### config.mk
export PLATFORM = sky130hd
export DESIGN_NAME = fifo_page_replacement
export DESIGN_NICKNAME = d
export VERILOG_FILES = /design/src/sv/fpr_pkg.sv /design/src/sv/fpr_lookup.sv /design/src/sv/fpr_table.sv /design/src/sv/fifo_page_replacement.sv
export SDC_FILE = /design/constraint.sdc
export NUM_CORES = 1
export LEC_CHECK = 0
export ABC_AREA = 1
export BUFFER_PORTS_ARGS = -buffer_cell sky130_fd_sc_hd__buf_2
export CAP_MARGIN = 10
export CORE_MARGIN = 4
export CORE_UTILIZATION = 55
export DETAILED_ROUTE_END_ITERATION = 12
export GPL_TIMING_DRIVEN = 0
export PLACE_DENSITY = 0.83
export SYNTH_ARGS = -nofsm -noshare
export SYNTH_HDL_FRONTEND = slang
export SYNTH_HIERARCHICAL = 1
export SYNTH_SLANG_ARGS = --single-unit
export TNS_END_PERCENT = 30
### constraint.sdc
create_clock -name clk -period 7.1 [get_ports clk]
set_input_delay 1.065 -clock clk [delete_from_list [all_inputs] [get_ports clk]]
set_output_delay 1.065 -clock clk [all_outputs]
set_load 0.005 [all_outputs]
### src/sv/fpr_pkg.sv
package fpr_pkg;

  // Table geometry
  localparam int FRAMES     = 8;
  localparam int PAGE_BITS  = 16;

  // Port widths
  localparam int PAGE_W     = 16;
  localparam int CFG_W      = 4;
  localparam int IDX_OUT_W  = 3;
  localparam int COUNT_W    = 32;

  // Derived widths
  localparam int PG_W   = (PAGE_BITS < PAGE_W) ? PAGE_BITS : PAGE_W;
  localparam int SLOT_W = (FRAMES > 1) ? $clog2(FRAMES) : 1;
  localparam int FILL_W = $clog2(FRAMES + 1);
  localparam int ACT_W  = (FILL_W > CFG_W) ? FILL_W : CFG_W;

  localparam logic [CFG_W-1:0] CFG_RESET = CFG_W'(8);

  typedef logic [PG_W-1:0]    page_t;
  typedef logic [SLOT_W-1:0]  slot_t;
  typedef logic [FILL_W-1:0]  fill_t;
  typedef logic [ACT_W-1:0]   act_t;
  typedef logic [COUNT_W-1:0] count_t;

  // One registered reference beat
  typedef struct packed {
    logic  valid;
    page_t page;
    logic  wr;
  } req_t;

  // Outcome of the associative search
  typedef struct packed {
    logic  found;
    slot_t slot;
  } look_t;

  // Clamp the frame count register into 1..FRAMES
  function automatic act_t active_frames(logic [CFG_W-1:0] cfg);
    act_t n;
    n = ACT_W'(cfg);
    if (n == '0) begin
      n = ACT_W'(1);
    end
    if (n > ACT_W'(FRAMES)) begin
      n = ACT_W'(FRAMES);
    end
    return n;
  endfunction

  // Saturating increment of a running count
  function automatic count_t sat_inc(count_t v);
    return (&v) ? v : v + COUNT_W'(1);
  endfunction

endpackage

### src/sv/fpr_lookup.sv
module fpr_lookup (
  input  fpr_pkg::page_t page,
  input  fpr_pkg::page_t frame_page [fpr_pkg::FRAMES],
  input  fpr_pkg::act_t  valid_cnt,
  output fpr_pkg::look_t look
);

  // Compare against every valid frame; lowest matching frame wins
  always_comb begin
    look.found = 1'b0;
    look.slot  = '0;
    for (int i = fpr_pkg::FRAMES - 1; i >= 0; i--) begin
      if ((fpr_pkg::ACT_W'(i) < valid_cnt) && (frame_page[i] == page)) begin
        look.found = 1'b1;
        look.slot  = fpr_pkg::SLOT_W'(i);
      end
    end
  end

endmodule

### src/sv/fpr_table.sv
module fpr_table (
  input  logic                           clk,
  input  logic                           rst,
  input  fpr_pkg::req_t                  req,
  input  logic [fpr_pkg::CFG_W-1:0]      frames_cfg,
  output logic                           done,
  output logic                           hit,
  output logic [fpr_pkg::IDX_OUT_W-1:0]  frame_index,
  output fpr_pkg::count_t                replaced_count,
  output fpr_pkg::count_t                write_miss_count
);

  fpr_pkg::page_t  frame_page [fpr_pkg::FRAMES];
  logic [fpr_pkg::FRAMES-1:0] frame_dirty;
  fpr_pkg::fill_t  filled_frames, filled_frames_next;
  fpr_pkg::slot_t  victim_pointer, victim_pointer_next;
  fpr_pkg::count_t replace_counter, replace_counter_next;
  fpr_pkg::count_t write_counter, write_counter_next;

  fpr_pkg::act_t   n_act;
  fpr_pkg::act_t   valid_cnt;
  fpr_pkg::act_t   fill_ext;
  fpr_pkg::act_t   victim_ext;
  fpr_pkg::act_t   slot_inc;
  fpr_pkg::look_t  look;
  fpr_pkg::slot_t  slot;
  logic [31:0]     slot_wide;

  // Frames taking part in lookup
  always_comb begin
    n_act     = fpr_pkg::active_frames(frames_cfg);
    fill_ext  = fpr_pkg::ACT_W'(filled_frames);
    valid_cnt = (fill_ext < n_act) ? fill_ext : n_act;
  end

  fpr_lookup u_lookup (
    .page       (req.page),
    .frame_page (frame_page),
    .valid_cnt  (valid_cnt),
    .look       (look)
  );

  // Pick the fill or victim frame and advance the pointers
  always_comb begin
    filled_frames_next   = filled_frames;
    victim_pointer_next  = victim_pointer;
    replace_counter_next = replace_counter;
    write_counter_next   = write_counter;
    victim_ext           = fpr_pkg::ACT_W'(victim_pointer);
    slot                 = look.slot;
    slot_inc             = '0;
    if (!look.found) begin
      if (fill_ext < n_act) begin
        slot               = fpr_pkg::SLOT_W'(filled_frames);
        filled_frames_next = filled_frames + fpr_pkg::FILL_W'(1);
      end else begin
        slot     = (victim_ext < n_act) ? victim_pointer : '0;
        slot_inc = fpr_pkg::ACT_W'(slot) + fpr_pkg::ACT_W'(1);
        victim_pointer_next = (slot_inc >= n_act) ? '0 : fpr_pkg::SLOT_W'(slot_inc);
      end
      replace_counter_next = fpr_pkg::sat_inc(replace_counter);
      if (req.wr) begin
        write_counter_next = fpr_pkg::sat_inc(write_counter);
      end
    end
    slot_wide = 32'(slot);
  end

  // Frame contents: written on a miss, no reset needed
  always_ff @(posedge clk) begin
    if (req.valid && !look.found) begin
      frame_page[slot] <= req.page;
    end
  end

  // Control state, counts and the result beat
  always_ff @(posedge clk) begin
    if (rst) begin
      frame_dirty     <= '0;
      filled_frames   <= '0;
      victim_pointer  <= '0;
      replace_counter <= '0;
      write_counter   <= '0;
      done            <= 1'b0;
    end else begin
      done <= req.valid;
      if (req.valid) begin
        filled_frames   <= filled_frames_next;
        victim_pointer  <= victim_pointer_next;
        replace_counter <= replace_counter_next;
        write_counter   <= write_counter_next;
        if (look.found) begin
          if (req.wr) begin
            frame_dirty[slot] <= 1'b1;
          end
        end else begin
          frame_dirty[slot] <= req.wr;
        end
      end
    end
  end

  // Result payload
  always_ff @(posedge clk) begin
    if (req.valid) begin
      hit              <= look.found;
      frame_index      <= look.found ? '0 : slot_wide[fpr_pkg::IDX_OUT_W-1:0];
      replaced_count   <= replace_counter_next;
      write_miss_count <= write_counter_next;
    end
  end

endmodule

### src/sv/fifo_page_replacement.sv
// FIFO page replacement unit. Each page reference (page_number, is_write) taken
// on start returns exactly one result, marked by done: the reference is held
// in the input register, then goes through the associative compare over all
// frames into the result register. busy stays low, so a reference can be
// issued every cycle; the combinational compare across the frame table and the
// pointer update set that rate. The result is shown for one cycle only and
// cannot be stalled: the receiver must capture it when done is high.
// frames_in_use may only be written while no reference is in flight.
module fifo_page_replacement (
  input  logic                           clk,
  input  logic                           rst,
  input  logic                           start,
  output logic                           busy,
  input  logic [fpr_pkg::PAGE_W-1:0]     page_number,
  input  logic                           is_write,
  input  logic                           cfg_wr_en,
  input  logic [fpr_pkg::CFG_W-1:0]      cfg_wr_data,
  output logic                           done,
  output logic                           hit,
  output logic [fpr_pkg::IDX_OUT_W-1:0]  frame_index,
  output fpr_pkg::count_t                replaced_count,
  output fpr_pkg::count_t                write_miss_count
);

  logic [fpr_pkg::CFG_W-1:0] frames_in_use;
  fpr_pkg::req_t             req;

  // Always ready for the next beat
  assign busy = 1'b0;

  // Configuration register
  always_ff @(posedge clk) begin
    if (rst) begin
      frames_in_use <= fpr_pkg::CFG_RESET;
    end else if (cfg_wr_en) begin
      frames_in_use <= cfg_wr_data;
    end
  end

  // Capture the input beat, keeping only the used page bits
  always_ff @(posedge clk) begin
    if (rst) begin
      req.valid <= 1'b0;
    end else begin
      req.valid <= start && !busy;
    end
    if (start && !busy) begin
      req.page <= page_number[fpr_pkg::PG_W-1:0];
      req.wr   <= is_write;
    end
  end

  fpr_table u_table (
    .clk              (clk),
    .rst              (rst),
    .req              (req),
    .frames_cfg       (frames_in_use),
    .done             (done),
    .hit              (hit),
    .frame_index      (frame_index),
    .replaced_count   (replaced_count),
    .write_miss_count (write_miss_count)
  );

endmodule
==> flow_summary_export.csv <==
group,metric,value,unit
timing,setup_viol,0,
finish,final_common_cell,"nand2_1",
clock_tree,cts_tree,"yes",
grt,gr-total-overflow,0,
floorplan,ios,95,
clock_tree,ctsHoldBuffers,0,
detailed_routing,drc_errors,0,
detailed_routing,drtIter0Drc,1092,
worst_hold_path,hold_path_class,"reg2reg",
clock_tree,clk_latency,560,ps
floorplan,die_area,28760,µm²
clock_tree,cts_sinks,290,
floorplan,rows,58,
placement,dp_hpwl,27210,µm
floorplan,die_w,169.6,µm
timing,rsz0062_at_grt,"false",
synth,synthCells,1620,
clock_tree,cts_resized,0,
grt,grt_antenna_before_repair,0,
finish,design_area,16330,µm²
grt,grt_pass1_wl,60610,µm
timing,worstMarginPinSlew,854.5,ps
detailed_routing,vias_per_cell,5.704,
placement,numPortBuffers,92,
worst_setup_path,cp-end-kind,"flop",
detailed_routing,first_pass_iters,6,
run,drv_cap,0,
placement,dp.cells,2048,
floorplan,start_util,56.53,%
finish,final_cell_mix,"380 x nand2_1, 213 x edfxtp_1, 189 x inv_1, 137 x nor2_1, 124 x o21ai_0",
clock_tree,h-tree-depth,1,
detailed_routing,wl_per_cell,18.28,µm
synth,syn_avg_cell_area,8.863,µm²
timing,relSlewSlack,42.97,%
worst_setup_path,path_class,"reg2reg",
finish,fin_util,64.30,%
synth,yosysWarningCount,6,
timing,slew_viol_final,0,
finish,fin_nets,1787,
timing,finalCritPeriodShare,89.16,%
pwr,p_leak,0.006743,µW
finish,stdcell_count,2105,
timing,setup_tns,0,ps
grt,grt_pass1_vias,11620,
worst_setup_path,startpoint_type,"flop",
clock_tree,cts_root_buf,"clkbuf_16",
clock_tree,cts_setup_buffers,0,
grt,grt_use_total,26.34,%
timing,hold_viol_final,0,
worst_setup_path,critical_path_required,7360,ps
placement,placed_area,15300,µm²
clock_tree,numCtsBuffers,30,
detailed_routing,dr_total_vias,12010,
floorplan,core_area,25400,µm²
placement,place_congestion,0.9754,
timing,skew,24.17,ps
floorplan,die_h,169.6,µm
detailed_routing,wl,38480,µm
pwr,powerDensity,238.4,nW/µm²
clock_tree,clk_pin_slew,60,ps
timing,fin_crit,6330,ps
synth,syn_nets,1656,
outcome,status,"completed",
grt,grt_max_degree,58,
timing,max_clock_freq,158.0,MHz
finish,diodes,0,
clock_tree,cts_max_path_buffers,3,
worst_setup_path,cp.arrival,6590,ps
synth,synth_area,14360,µm²
finish,drive_gt1_share,13.69,%
finish,syn2layout_area_growth,13.73,%
worst_setup_path,worstPathMaxFanout,10,
detailed_routing,antenna_left,0,
pwr,max-vdd-ir-drop,0.1880,mV
pwr,total_power,3893,µW
==> registers in the layout (all words and copies together), names as in the netlist, 3 cells and up <==
signal	cells
u_table/frame_page	128
u_table/replace_counter	32
u_table/replaced_count	32
u_table/write_counter	32
u_table/write_miss_count	32
req	18
frames_in_use	4
u_table/fill_ext	4
u_table/frame_index	3
u_table/victim_pointer	3
==> stage by stage <==
step	setup WS [ps]	hold slack, ps
detailed placement	976.3	480.5
floorplan	2769	449.0
global placement	1056	478.4
finish	769.6	496.8
CTS	895.7	498.7
global route	386.3	529.9
==> power by group <==
part	switching, µW	total (µW)	leakage [µW]	internal (µW)
Clock	643	1600	0.000498	955
Sequential	71.1	1960	0.00262	1890
Combinational	220	332	0.00363	113
Total	933	3890	0.00674	2960
==> per-layer routing <==
| layer | up-vias | wire length [µm] | global-route usage [%] |
|---|---|---|---|
| met5 | - | 0 | 0 |
| li1 | 5641 | - | - |
| met2 | 622 | 18750 | 45.03 |
| met3 | 99 | 3158 | 3.541 |
| met1 | 5644 | 15260 | 35.04 |
| met4 | 0 | 1302 | 8.575 |
==> final timing paths <==
check / startpoint / endpoint / slack (ps) / cells past startpoint
hold reg to reg: frames_in_use[3] / frames_in_use[3] / 500 / 2
hold / removal: frames_in_use[3] / frames_in_use[3] / 500 / 2
setup reg to reg: frames_in_use[3] / u_table/frame_page[81] / 770 / 27
setup / recovery: frames_in_use[3] / u_table/frame_page[81] / 770 / 27
==> critical path, stage by stage, from the launching register on <==
cell and delay [ps]:
dfxtp_1 350, inv_1 130, o21ai_0 530, ha_1 350, o21ai_0 80, nand2_1 80
nand2_1 60, nand2_1 100, inv_1 200, o21ai_0 190, nor2_1 560, inv_1 160
o21ai_0 130, nor2_1 70, nand2_1 60, nor2_1 60, nand3_1 110, nand2_1 60
nor2_1 180, nand4_1 200, clkbuf_1 300, inv_1 250, buf_1 480, nand2_1 160
nand2_1 130, nand2_1 80, nor2_1 640, buf_4 320
==> cell type report <==
class,count,area [µm²]
multi-input cells,1061,5331
flip-flops and latches,290,7941
plain buffers,55,289.0
well taps,330,412.9
clock buffers,40,818.3
fillers,2003,9069
clock inverters,16,195.2
repair buffers,99,536.8
inverters,214,805.8
Power figures use the tool's default switching activity.
